<file path="src/hw/rtl/rcs_pkg.sv">
// Shared constants and types for the RGB contrast stretch block.
package rcs_pkg;

  localparam int PIXEL_BITS = 8;
  localparam int CNT_W      = (PIXEL_BITS > 1) ? $clog2(PIXEL_BITS) : 1;

  localparam logic [PIXEL_BITS-1:0] PIX_FULL = {PIXEL_BITS{1'b1}};
  localparam logic [PIXEL_BITS-1:0] PIX_ZERO = '0;
  localparam logic [CNT_W-1:0]      CNT_LAST = CNT_W'(PIXEL_BITS - 1);

  typedef logic [PIXEL_BITS-1:0] pix_t;

  typedef enum logic [1:0] {
    MODE_CLEAR  = 2'd0,
    MODE_GATHER = 2'd1,
    MODE_APPLY  = 2'd2
  } mode_t;

  typedef enum logic [1:0] {
    ST_IDLE,
    ST_RUN,
    ST_HOLD
  } state_t;

  // Per-transaction commands from the sequencer to each lane.
  typedef struct packed {
    logic clear;
    logic gather;
    logic start;
  } lane_ctrl_t;

endpackage

</file>
<file path="src/hw/rtl/rcs_lane.sv">
// One color lane: channel extremes and an iterative restoring divider.
module rcs_lane (
  input  logic               clk,
  input  logic               rst_n,
  input  rcs_pkg::lane_ctrl_t ctrl,
  input  rcs_pkg::pix_t      pix,
  output logic               busy,
  output rcs_pkg::pix_t      res
);

  localparam int PB = rcs_pkg::PIXEL_BITS;

  rcs_pkg::pix_t            lo_r, lo_nxt;
  rcs_pkg::pix_t            hi_r, hi_nxt;
  rcs_pkg::pix_t            den_r, den_nxt;
  rcs_pkg::pix_t            rem_r, rem_nxt;
  rcs_pkg::pix_t            numlo_r, numlo_nxt;
  rcs_pkg::pix_t            quo_r, quo_nxt;
  rcs_pkg::pix_t            fixed_r, fixed_nxt;
  logic                     fix_en_r, fix_en_nxt;
  logic                     busy_r, busy_nxt;
  logic [rcs_pkg::CNT_W-1:0] cnt_r, cnt_nxt;

  rcs_pkg::pix_t            diff;
  logic [2*PB-1:0]          num;
  logic [PB:0]              trial;
  logic                     ge;

  always_comb begin
    // FULL * diff as (diff << PB) - diff
    diff  = pix - lo_r;
    num   = {diff, rcs_pkg::PIX_ZERO} - {rcs_pkg::PIX_ZERO, diff};
    trial = {rem_r, numlo_r[PB-1]};
    ge    = (trial >= {1'b0, den_r});

    lo_nxt     = lo_r;
    hi_nxt     = hi_r;
    den_nxt    = den_r;
    rem_nxt    = rem_r;
    numlo_nxt  = numlo_r;
    quo_nxt    = quo_r;
    fixed_nxt  = fixed_r;
    fix_en_nxt = fix_en_r;
    busy_nxt   = busy_r;
    cnt_nxt    = cnt_r;

    if (ctrl.clear) begin
      lo_nxt = rcs_pkg::PIX_FULL;
      hi_nxt = rcs_pkg::PIX_ZERO;
    end else if (ctrl.gather) begin
      if (pix < lo_r) lo_nxt = pix;
      if (pix > hi_r) hi_nxt = pix;
    end

    if (ctrl.start) begin
      den_nxt   = hi_r - lo_r;
      rem_nxt   = num[2*PB-1:PB];
      numlo_nxt = num[PB-1:0];
      quo_nxt   = rcs_pkg::PIX_ZERO;
      cnt_nxt   = '0;
      busy_nxt  = 1'b1;
      // flat channel passes through; out-of-range values saturate
      if (hi_r <= lo_r) begin
        fix_en_nxt = 1'b1;
        fixed_nxt  = pix;
      end else if (pix <= lo_r) begin
        fix_en_nxt = 1'b1;
        fixed_nxt  = rcs_pkg::PIX_ZERO;
      end else if (pix >= hi_r) begin
        fix_en_nxt = 1'b1;
        fixed_nxt  = rcs_pkg::PIX_FULL;
      end else begin
        fix_en_nxt = 1'b0;
        fixed_nxt  = rcs_pkg::PIX_ZERO;
      end
    end else if (busy_r) begin
      rem_nxt   = ge ? PB'(trial - {1'b0, den_r}) : trial[PB-1:0];
      numlo_nxt = {numlo_r[PB-2:0], 1'b0};
      quo_nxt   = {quo_r[PB-2:0], ge};
      cnt_nxt   = cnt_r + 1'b1;
      if (cnt_r == rcs_pkg::CNT_LAST) busy_nxt = 1'b0;
    end
  end

  always_ff @(posedge clk) begin
    if (!rst_n) begin
      lo_r   <= rcs_pkg::PIX_FULL;
      hi_r   <= rcs_pkg::PIX_ZERO;
      busy_r <= 1'b0;
      cnt_r  <= '0;
    end else begin
      lo_r   <= lo_nxt;
      hi_r   <= hi_nxt;
      busy_r <= busy_nxt;
      cnt_r  <= cnt_nxt;
    end
  end

  always_ff @(posedge clk) begin
    den_r    <= den_nxt;
    rem_r    <= rem_nxt;
    numlo_r  <= numlo_nxt;
    quo_r    <= quo_nxt;
    fixed_r  <= fixed_nxt;
    fix_en_r <= fix_en_nxt;
  end

  assign busy = busy_r;
  assign res  = fix_en_r ? fixed_r : quo_r;

endmodule

</file>
<file path="src/hw/rtl/rcs_merge.sv">
// Merge stage: gathers the three lane results into the output register.
module rcs_merge (
  input  logic          clk,
  input  logic          rst_n,
  input  logic          load,
  input  rcs_pkg::pix_t red_res,
  input  rcs_pkg::pix_t green_res,
  input  rcs_pkg::pix_t blue_res,
  input  logic          out_ready,
  output logic          out_valid,
  output rcs_pkg::pix_t red_out,
  output rcs_pkg::pix_t green_out,
  output rcs_pkg::pix_t blue_out
);

  logic          valid_r, valid_nxt;
  rcs_pkg::pix_t red_r, green_r, blue_r;

  always_comb begin
    valid_nxt = valid_r;
    if (load) begin
      valid_nxt = 1'b1;
    end else if (out_ready) begin
      valid_nxt = 1'b0;
    end
  end

  always_ff @(posedge clk) begin
    if (!rst_n) begin
      valid_r <= 1'b0;
    end else begin
      valid_r <= valid_nxt;
    end
  end

  always_ff @(posedge clk) begin
    if (load) begin
      red_r   <= red_res;
      green_r <= green_res;
      blue_r  <= blue_res;
    end
  end

  assign out_valid = valid_r;
  assign red_out   = red_r;
  assign green_out = green_r;
  assign blue_out  = blue_r;

endmodule

</file>
<file path="src/hw/rtl/rgb_contrast_stretch_top.sv">
// Top level of the RGB contrast stretch block: sequencer, three lanes and merge.
//
// Input channel (in_valid/in_ready) carries a mode and one RGB pixel.
//   Clear resets the per-channel extremes, gather widens them; both finish in
//   the accepting cycle and give no output, so they run one per cycle in idle.
//   Apply stretches each channel as floor(FULL*(v-low)/(high-low)).
// Output channel (out_valid/out_ready) returns one transaction per apply.
// An apply is accepted in idle; the lanes then divide while the sequencer
// waits in run, and once they finish it loads the output register (or waits
// in hold for it) and goes back to idle. No new input is taken until then.
// Each lane uses a restoring divider, one quotient bit per cycle; the three
// lanes run in lockstep.
// A result waiting in the output register does not block new input; only a
// second finished apply result holds the block until the register drains.
// Reset (synchronous, active low) sets lows to full scale, highs to zero
// and empties the output register. Mode 3 is accepted and ignored.
module rgb_contrast_stretch_top (
  input  logic                               clk,
  input  logic                               rst_n,
  input  logic                               in_valid,
  output logic                               in_ready,
  input  logic [1:0]                         in_mode,
  input  logic [rcs_pkg::PIXEL_BITS-1:0]     in_red_in,
  input  logic [rcs_pkg::PIXEL_BITS-1:0]     in_green_in,
  input  logic [rcs_pkg::PIXEL_BITS-1:0]     in_blue_in,
  output logic                               out_valid,
  input  logic                               out_ready,
  output logic [rcs_pkg::PIXEL_BITS-1:0]     out_red_out,
  output logic [rcs_pkg::PIXEL_BITS-1:0]     out_green_out,
  output logic [rcs_pkg::PIXEL_BITS-1:0]     out_blue_out
);

  rcs_pkg::state_t     state_r, state_nxt;
  rcs_pkg::lane_ctrl_t ctrl;
  logic                red_busy, green_busy, blue_busy;
  logic                lanes_busy;
  logic                load;
  rcs_pkg::pix_t       red_res, green_res, blue_res;

  assign lanes_busy = red_busy | green_busy | blue_busy;

  always_comb begin
    state_nxt   = state_r;
    in_ready    = 1'b0;
    load        = 1'b0;
    ctrl.clear  = 1'b0;
    ctrl.gather = 1'b0;
    ctrl.start  = 1'b0;
    case (state_r)
      rcs_pkg::ST_IDLE: begin
        in_ready = 1'b1;
        if (in_valid) begin
          ctrl.clear  = (in_mode == rcs_pkg::MODE_CLEAR);
          ctrl.gather = (in_mode == rcs_pkg::MODE_GATHER);
          ctrl.start  = (in_mode == rcs_pkg::MODE_APPLY);
          if (ctrl.start) state_nxt = rcs_pkg::ST_RUN;
        end
      end
      rcs_pkg::ST_RUN: begin
        if (!lanes_busy) begin
          if (!out_valid || out_ready) begin
            load      = 1'b1;
            state_nxt = rcs_pkg::ST_IDLE;
          end else begin
            state_nxt = rcs_pkg::ST_HOLD;
          end
        end
      end
      rcs_pkg::ST_HOLD: begin
        // hold the finished result until the output register frees up
        if (out_ready) begin
          load      = 1'b1;
          state_nxt = rcs_pkg::ST_IDLE;
        end
      end
      default: begin
        state_nxt = rcs_pkg::ST_IDLE;
      end
    endcase
  end

  always_ff @(posedge clk) begin
    if (!rst_n) begin
      state_r <= rcs_pkg::ST_IDLE;
    end else begin
      state_r <= state_nxt;
    end
  end

  rcs_lane u_lane_red (
    .clk   (clk),
    .rst_n (rst_n),
    .ctrl  (ctrl),
    .pix   (in_red_in),
    .busy  (red_busy),
    .res   (red_res)
  );

  rcs_lane u_lane_green (
    .clk   (clk),
    .rst_n (rst_n),
    .ctrl  (ctrl),
    .pix   (in_green_in),
    .busy  (green_busy),
    .res   (green_res)
  );

  rcs_lane u_lane_blue (
    .clk   (clk),
    .rst_n (rst_n),
    .ctrl  (ctrl),
    .pix   (in_blue_in),
    .busy  (blue_busy),
    .res   (blue_res)
  );

  rcs_merge u_merge (
    .clk       (clk),
    .rst_n     (rst_n),
    .load      (load),
    .red_res   (red_res),
    .green_res (green_res),
    .blue_res  (blue_res),
    .out_ready (out_ready),
    .out_valid (out_valid),
    .red_out   (out_red_out),
    .green_out (out_green_out),
    .blue_out  (out_blue_out)
  );

endmodule

</file>
<file path="config.mk">
export PLATFORM = sky130hd
export DESIGN_NAME = rgb_contrast_stretch_top
export DESIGN_NICKNAME = d
export VERILOG_FILES = /design/src/hw/rtl/rcs_pkg.sv /design/src/hw/rtl/rcs_lane.sv /design/src/hw/rtl/rcs_merge.sv /design/src/hw/rtl/rgb_contrast_stretch_top.sv
export SDC_FILE = /design/constraint.sdc
export NUM_CORES = 1
export LEC_CHECK = 0
export BUFFER_PORTS_ARGS = -buffer_cell sky130_fd_sc_hd__buf_4
export CORE_MARGIN = 3
export CORE_UTILIZATION = 65
export DETAILED_ROUTE_END_ITERATION = 6
export PLACE_DENSITY = 0.86
export SLEW_MARGIN = 20
export SYNTH_ARGS = -nofsm -noshare
export SYNTH_HDL_FRONTEND = slang
export SYNTH_HIERARCHICAL = 1
export SYNTH_SLANG_ARGS = --single-unit
</file>
<file path="constraint.sdc">
create_clock -name clk -period 19.1 [get_ports clk]
set_input_delay 3.82 -clock clk [delete_from_list [all_inputs] [get_ports clk]]
set_output_delay 3.82 -clock clk [all_outputs]
set_load 0.005 [all_outputs]
</file>
==> metrics.md, run 1 <==
| Metric | Value |
|---|---|
| Status | complete, no violations |
| DRC viols | 0 |
| Cts bufs inserted | 23 |
| CP max FO | 5 |
| Wire per inst | 17.9 µm |
| Initial antenna violation count | 0 |
| Root Driver | clkbuf_16 |
| Psw | 0.000369 W |
| Minimum clock period | 6.31 ns |
| Pre-Repair DR Iteration Count | 7 |
| Vias | 10116 |
| Synth Area in Compound Gates | 0.166 |
| H-Tree Depth | 1 |
| Crit Path Category | input port to flip-flop |
| Setup bufs post-CTS | 0 |
| Post-Synth Adder-Cell Area | 0.121 |
| Core ar. | 19700 µm² |
| FP Rows | 51 |
| MaxCap Viol Count | 0 |
| Post-CTS Resized | 0 |
| Top cell type by total area after synthesis | edfxtp_1 |
| Hold Path Class | flip-flop to flip-flop |
| Share of layout cells above drive strength 1 | 0.126 |
| Vias in the first global route | 10048 |
| Final hold violation count | 0 |
| Unique masters post-synth | 74 |
| CP peak stage delay | 0.56 ns |
| Area Growth Syn to Fin | 10.4% |
| Vias per inst | 6.16 |
| Synthesized area | 13200 µm² |
| Die width | 149 µm |
| WL final | 29.4 mm |
| Slew @ Worst Pin | 1.15 ns |
| Clock power share | 0.348 |
| Worst slack, placed | 12.34 ns |
| Critical Path AT | 6.52 ns |
| Grt total ovfl | 0 |
| Internal power | 0.000917 W |
| Seq/Total Area, Yosys | 0.411 |
| Global-route wire length before repair | 49.1 mm |
| Area contributors post-synth | edfxtp_1 28%, dfxtp_1 13%, ha_1 11% |
| Maximum VDD drop | 0.0611 mV |
| Post-synth top flop | edfxtp_1 |
| Post-place instance area | 13800 µm² |
| Nets | 1514 |
| Final worst path period share | 0.331 |
| Syn nets | 1477 |
| Tot GR Track Use | 0.269 |
| Die area | 22100 µm² |
| Pin count of the biggest net entering global routing | 101 |
| N_diodes | 0 |
| Worst skew pair latency | 0.51 ns |
| Die Ht | 149 µm |
| Crit path launch type | input port |
| CTS clk-pin slew, worst paths | 0.06 ns |
| Starting Density | 0.671 |
| Main combinational cell family by area after synthesis | compound AO/OA/AOI/OAI gates |
| Max transition margin | 0.231 |
| Sw frac | 0.287 |
| Initial drt markers | 730 |
| Setup crit end kind | flip-flop |
| Area fraction of the dominant cell type after synthesis | 0.279 |
| Fmax | 158 MHz |
| Static leakage | 5.91 nW |
| Post-synth ARST share | 0 |
| Final WS setup | 12.79 ns |
| Mean post-synth cell area | 9.99 µm² |
| Post-Synth XOR/XNOR Area | 0.0371 |
| GPL Wtd Cong | 0.962 |
| CP cell instances | buf_4, inv_1, ha_1, fa_1, nand2b_1, a21o_1, a211o_1, or4b_4, o41ai_4, xnor2_1, a21oi_1 |
| Final Skew | 0.0120 ns |
| RSZ-0062 raised after global routing | false |
| Synth warn | 6 |
| Setup TNS | 0 ns |
| CP required | 19.30 ns |
| Clock Sinks | 210 |
| Post-DP HPWL | 21.5 mm |
| Simple-gate area share of the yosys netlist | 0.154 |
| Post-Layout Inst Area | 14600 µm² |
| Detail Route Antenna Nets | 0 |
| Hold-fix buffers at CTS | 0 |
| CP max stage cell | or4b_4 |
| Post-synth EDFFs | 123 |
| Final setup vio count | 0 |
| Power Dens Cells | 88.1 nW/µm² |
| Gate power share | 0.224 |
| Number of port buffers | 55 |
| Sequential Power Share | 0.428 |
| Io pins | 56 |
| CTS tree | built |
| Gate Count Post-Synth | 1324 |
| Slew Limit Fails | 0 |
| Mux cell area share after synthesis | 0.0657 |
| Max clock buf depth | 3 |
| Synthesis-stage register bit count | 210 |
-- layout make-up --
type | instances | area [µm²]
sequential | 210 | 5440
multi-input combinational | 961 | 7220
timing repair buffer | 61 | 458
clock inverter | 14 | 151
inverter | 104 | 390
fill | 1352 | 5120
tap | 265 | 332
clock buffer | 28 | 614
-- worst max-delay path, delay by kind of cell --
kind | cells | cell delay [ns]
AO/OA/AOI/OAI | 4 | 0.96
AND/OR/NAND/NOR | 2 | 0.76
adder cells (fa/ha/maj) | 2 | 0.66
buffers and inverters | 2 | 0.17
XOR/XNOR | 1 | 0.15
-- power by group through the flow --
| stage | registers [W] | logic, W | clock network (W) |
|---|---|---|---|
| floorplan | 0.000550 | 0.000216 | 0 |
| global placement | 0.000558 | 0.000272 | 0 |
| detailed placement | 0.000559 | 0.000281 | 0 |
| CTS | 0.000550 | 0.000285 | 0.000456 |
| global route | 0.000554 | 0.000320 | 0.000477 |
| finish | 0.000550 | 0.000288 | 0.000448 |
-- logic make-up after synthesis --
logic type                 Yosys count
AOI/OAI and AO/OA                  308
xor gates and xnor gates            56
DFF                                210
buffers and inverters              153
and+or+nand+nor                    392
adders and majority gates          123
muxes                               82
-- final timing paths --
| kind | start | to | slack [ns] | cells after the start |
|---|---|---|---|---|
| worst max-delay path | in_green_in[0] | u_lane_green/rem_r[1] | 12.79 | 11 |
| worst min-delay path | u_lane_blue/hi_r[1] | u_lane_blue/hi_r[1] | 0.48 | 2 |
| worst max register to register | state_r[1] | u_lane_green/rem_r[1] | 15.67 | 7 |
| worst min register to register | u_lane_blue/hi_r[1] | u_lane_blue/hi_r[1] | 0.48 | 2 |
-- Yosys cell counts (all sizes together) (34+ instances only) --
cell type,count
mux2,39
a21oi,53
nor2b,34
inv,104
nand3,37
nor2,82
o21ai,53
dfxtp,87
a21o,40
xnor2,37
clkbuf,34
mux2i,43
ha,114
nand2,95
edfxtp,123
-- cells in the final DEF, fill, tap and decap left out, types with 16 or more instances in the layout --
cell       synthesis  final
xnor2_1           37     37
nor2b_1           33     30
inv_1            104    104
clkbuf_16          0     23
nand3_1           37     37
mux2i_1           43     43
a21o_1            40     40
o21a_1            22     22
nor3_1            23     23
buf_4              0     61
o31ai_1           21     21
nand4_1           20     20
nand2b_1          28     28
dfxtp_1           87     87
xor2_1            19     19
a21oi_1           53     51
nor2_1            82     82
o21ai_0           51     51
edfxtp_1         123    123
a211oi_1          16     16
ha_1             114    114
nand2_1           95     95
o211ai_1          22     22
mux2_2            39     39
-- stage by stage --
stage,cells,hold slack (ns),util,total power [W]
after floorplan,1324,0.446,-,0.000767
after global placement,1601,0.459,0.701,0.000830
after detailed placement,1601,0.475,0.701,0.000840
after CTS,1643,0.484,0.740,0.00129
after global routing,1643,0.510,0.741,0.00135
final,1643,0.482,0.741,0.00129
-- per-layer routing --
layer,up-vias,global-route usage,share of wire
met5,-,0,0
met4,0,0.0753,0.022
met3,57,0.0375,0.056
met2,301,0.460,0.49
met1,4842,0.359,0.43
li1,4916,-,-
No activity file was read; power rests on OpenSTA's default activity.
==> run 2, diff against run 1 <==
--- a/config.mk
+++ b/config.mk
@@ -7,9 +7,9 @@
 export LEC_CHECK = 0
 export BUFFER_PORTS_ARGS = -buffer_cell sky130_fd_sc_hd__buf_4
 export CORE_MARGIN = 3
-export CORE_UTILIZATION = 65
+export CORE_UTILIZATION = 57
 export DETAILED_ROUTE_END_ITERATION = 6
-export PLACE_DENSITY = 0.86
+export PLACE_DENSITY = 0.81
 export SLEW_MARGIN = 20
 export SYNTH_ARGS = -nofsm -noshare
 export SYNTH_HDL_FRONTEND = slang
==> constraint.sdc (replaced) <==
create_clock -name clk -period 5.7 [get_ports clk]
set_input_delay 1.14 -clock clk [delete_from_list [all_inputs] [get_ports clk]]
set_output_delay 1.14 -clock clk [all_outputs]
set_load 0.005 [all_outputs]
==> run 2 against run 1 <==
Non-clock buffer count is 1 higher. Core utilization shrank 9.2 points. Sequential cell count is the same. Final cell count is 1.4% higher. Routed wire length decreased by 1.7%.
==> metrics.md, run 2 (synthesized netlist as in run 1, its figures left out) <==
| Metric | Value |
|---|---|
| Status | complete, no violations |
| FP Rows | 55 (+7.8%) |
| Core ar. | 22700 µm² (+15%) |
| Psw | 0.00124 W (+240%) |
| Sw frac | 0.283 (-0.00365) |
| Hold path endpoint | state_r[1] |
| Share of layout cells above drive strength 1 | 0.128 (+0.00262) |
| Vias | 9966 (-1.5%) |
| Power Dens Cells | 298 nW/µm² (+240%) |
| RSZ-0062 raised after global routing | false |
| Tot GR Track Use | 0.228 (-0.0402) |
| Vias in the first global route | 9526 (-5.2%) |
| Sequential Power Share | 0.420 (-0.008) |
| Post-Layout Inst Area | 14700 µm² (+0.81%) |
| Die Ht | 158 µm (+6.5%) |
| Reg2reg end | u_lane_green/fixed_r[0] |
| Uppermost layer routed | met4 |
| Total power | 0.00439 W (+240%) |
| Die width | 158 µm (+6.5%) |
| Met2 Wirelength | 13.9 mm (-3.4%) |
| Io pins | 56 (unchanged) |
| CP max FO | 9 (+4) |
| Setup crit end kind | flip-flop |
| Maximum VDD drop | 0.231 mV (+280%) |
| CTS tree | built |
| CP required | 6.06 ns (-13.24 ns) |
| Clock Sinks | 210 (unchanged) |
| Hold-fix buffers at CTS | 0 (unchanged) |
| Starting Density | 0.582 (-0.0884) |
| Layout fillers | 1783 (+32%) |
| Wire per inst | 17.4 µm (-3.0%) |
| Post-DP HPWL | 21.4 mm (-0.62%) |
| Cells on Worst Hold Path | 2 (unchanged) |
| Post-place instance area | 13900 µm² (+0.33%) |
| Fmax | 277 MHz |
| CTS clk-pin slew, worst paths | 0.06 ns (about the same) |
| Gate power share | 0.218 (-0.006) |
| Worst skew pair latency | 0.51 ns (about the same) |
| Max transition margin | 0.247 (+0.0161) |
| Initial antenna violation count | 0 (unchanged) |
| Clock power share | 0.362 (+0.014) |
| GPL Wtd Cong | 0.926 (-3.7%) |
| Vias per inst | 5.98 (-2.8%) |
| Initial drt markers | 562 (-23%) |
| Slew Limit Fails | 0 (unchanged) |
| Crit Path Category | input port to flip-flop |
| Slew @ Worst Pin | 1.13 ns (-0.0241 ns) |
| Nets | 1516 (+0.13%) |
| Commonest cells after routing, fill and taps aside | 123 x edfxtp_1, 114 x ha_1, 104 x inv_1, 95 x nand2_1, 87 x dfxtp_1 |
| Hold Path Class | flip-flop to flip-flop |
| Minimum clock period | 3.61 ns |
| Commonest non-fill, non-tap cell in the layout | edfxtp_1 |
| Internal power | 0.00315 W (+240%) |
| R2r startpoint | u_lane_green/hi_r[0] |
| Final Skew | 0.00933 ns (-0.00269 ns) |
| Final WS setup | 2.09 ns (-10.69 ns) |
| Met1 wire length | 13.0 mm (+2.1%) |
| Setup TNS | 0 ns (unchanged) |
| N_diodes | 0 (unchanged) |
| Root Driver | clkbuf_16 |
| Die area | 25100 µm² (+13%) |
| Number of port buffers | 55 (unchanged) |
| Pre-Repair DR Iteration Count | 4 (-3) |
| Grt total ovfl | 0 (unchanged) |
| Worst slack, placed | 1.61 ns (-10.72 ns) |
| Final worst path period share | 0.633 |
| Pin count of the biggest net entering global routing | 110 (+8.9%) |
| Global-route wire length before repair | 47.1 mm (-4.2%) |
| Cts bufs inserted | 24 (+4.3%) |
| Post-CTS Resized | 0 (unchanged) |
| DRC viols | 0 (unchanged) |
| Final hold violation count | 0 (unchanged) |
| Hold Startpoint | state_r[1] |
| Setup bufs post-CTS | 0 (unchanged) |
| Final setup vio count | 0 (unchanged) |
| H-Tree Depth | 1 (unchanged) |
| Detail Route Antenna Nets | 0 (unchanged) |
| R2R setup slack | 2.48 ns (-13.19 ns) |
| FF-to-FF path depth | 10 (+3) |
| MaxCap Viol Count | 0 (unchanged) |
| Static leakage | 5.96 nW (+0.75%) |
| Max clock buf depth | 3 (unchanged) |
| Area Growth Syn to Fin | 11.3% |
| WL met3 | 1.23 mm (-26%) |
| Crit path launch type | input port |
| WL final | 29.0 mm (-1.7%) |
| Critical Path AT | 3.97 ns (-2.55 ns) |
run 2: worst max path at each step:
stage	start	to	slack, ns	depth (start not counted)
after floorplan	in_valid	u_lane_blue/numlo_r[0]	0.99	5
after global placement	in_green_in[0]	u_lane_green/rem_r[1]	1.69	11
after detailed placement	in_green_in[0]	u_lane_green/rem_r[4]	1.61	11
after CTS	in_green_in[0]	u_lane_green/rem_r[4]	2.15	11
after global routing	in_green_in[0]	u_lane_green/numlo_r[6]	1.87	11
final	in_green_in[0]	u_lane_green/rem_r[4]	2.09	11
run 2: stage by stage:
stage,hold WS (ns),utilization,std cells
6_report,0.483,0.648,1666
5_1_grt,0.502,0.648,1666
4_1_cts,0.485,0.648,1666
3_5_place_dp,0.477,0.611,1622
3_3_place_gp,0.459,0.611,1622
2_1_floorplan,0.446,-,1324
run 2: critical path, stage by stage:
cell and delay (ns):
buf_4 0.10, inv_1 0.08, ha_1 0.22, fa_1 0.42, nand2b_1 0.20, a21oi_1 0.27
xor2_1 0.66, a2bb2oi_2 0.25, a211oi_2 0.13, or3_1 0.32, a31oi_1 0.16
run 2: power by group through the flow:
stage	combinational (W)	sequential, W	clock [W]
6_report	0.000955	0.00184	0.00159
3_3_place_gp	0.000918	0.00187	0
3_5_place_dp	0.000941	0.00187	0
4_1_cts	0.000950	0.00184	0.00163
5_1_grt	0.00106	0.00186	0.00169
2_1_floorplan	0.000725	0.00184	0
run 2: layout make-up:
cell class,instances,area [µm²],area share
Multi-Input combinational cell,961,7220,0.491
Sequential cell,210,5440,0.369
Clock buffer,33,717,0.0487
Timing Repair Buffer,62,478,0.0325
Inverter,104,390,0.0265
Tap cell,285,357,0.0242
Clock inverter,11,121,0.00824
run 2: layer usage:
layer  vias to the layer above  GRT usage
li1                       4909          -
met1                      4762      0.309
met2                       234      0.382
met3                        61     0.0313
met4                         0     0.0733
met5                         -          0
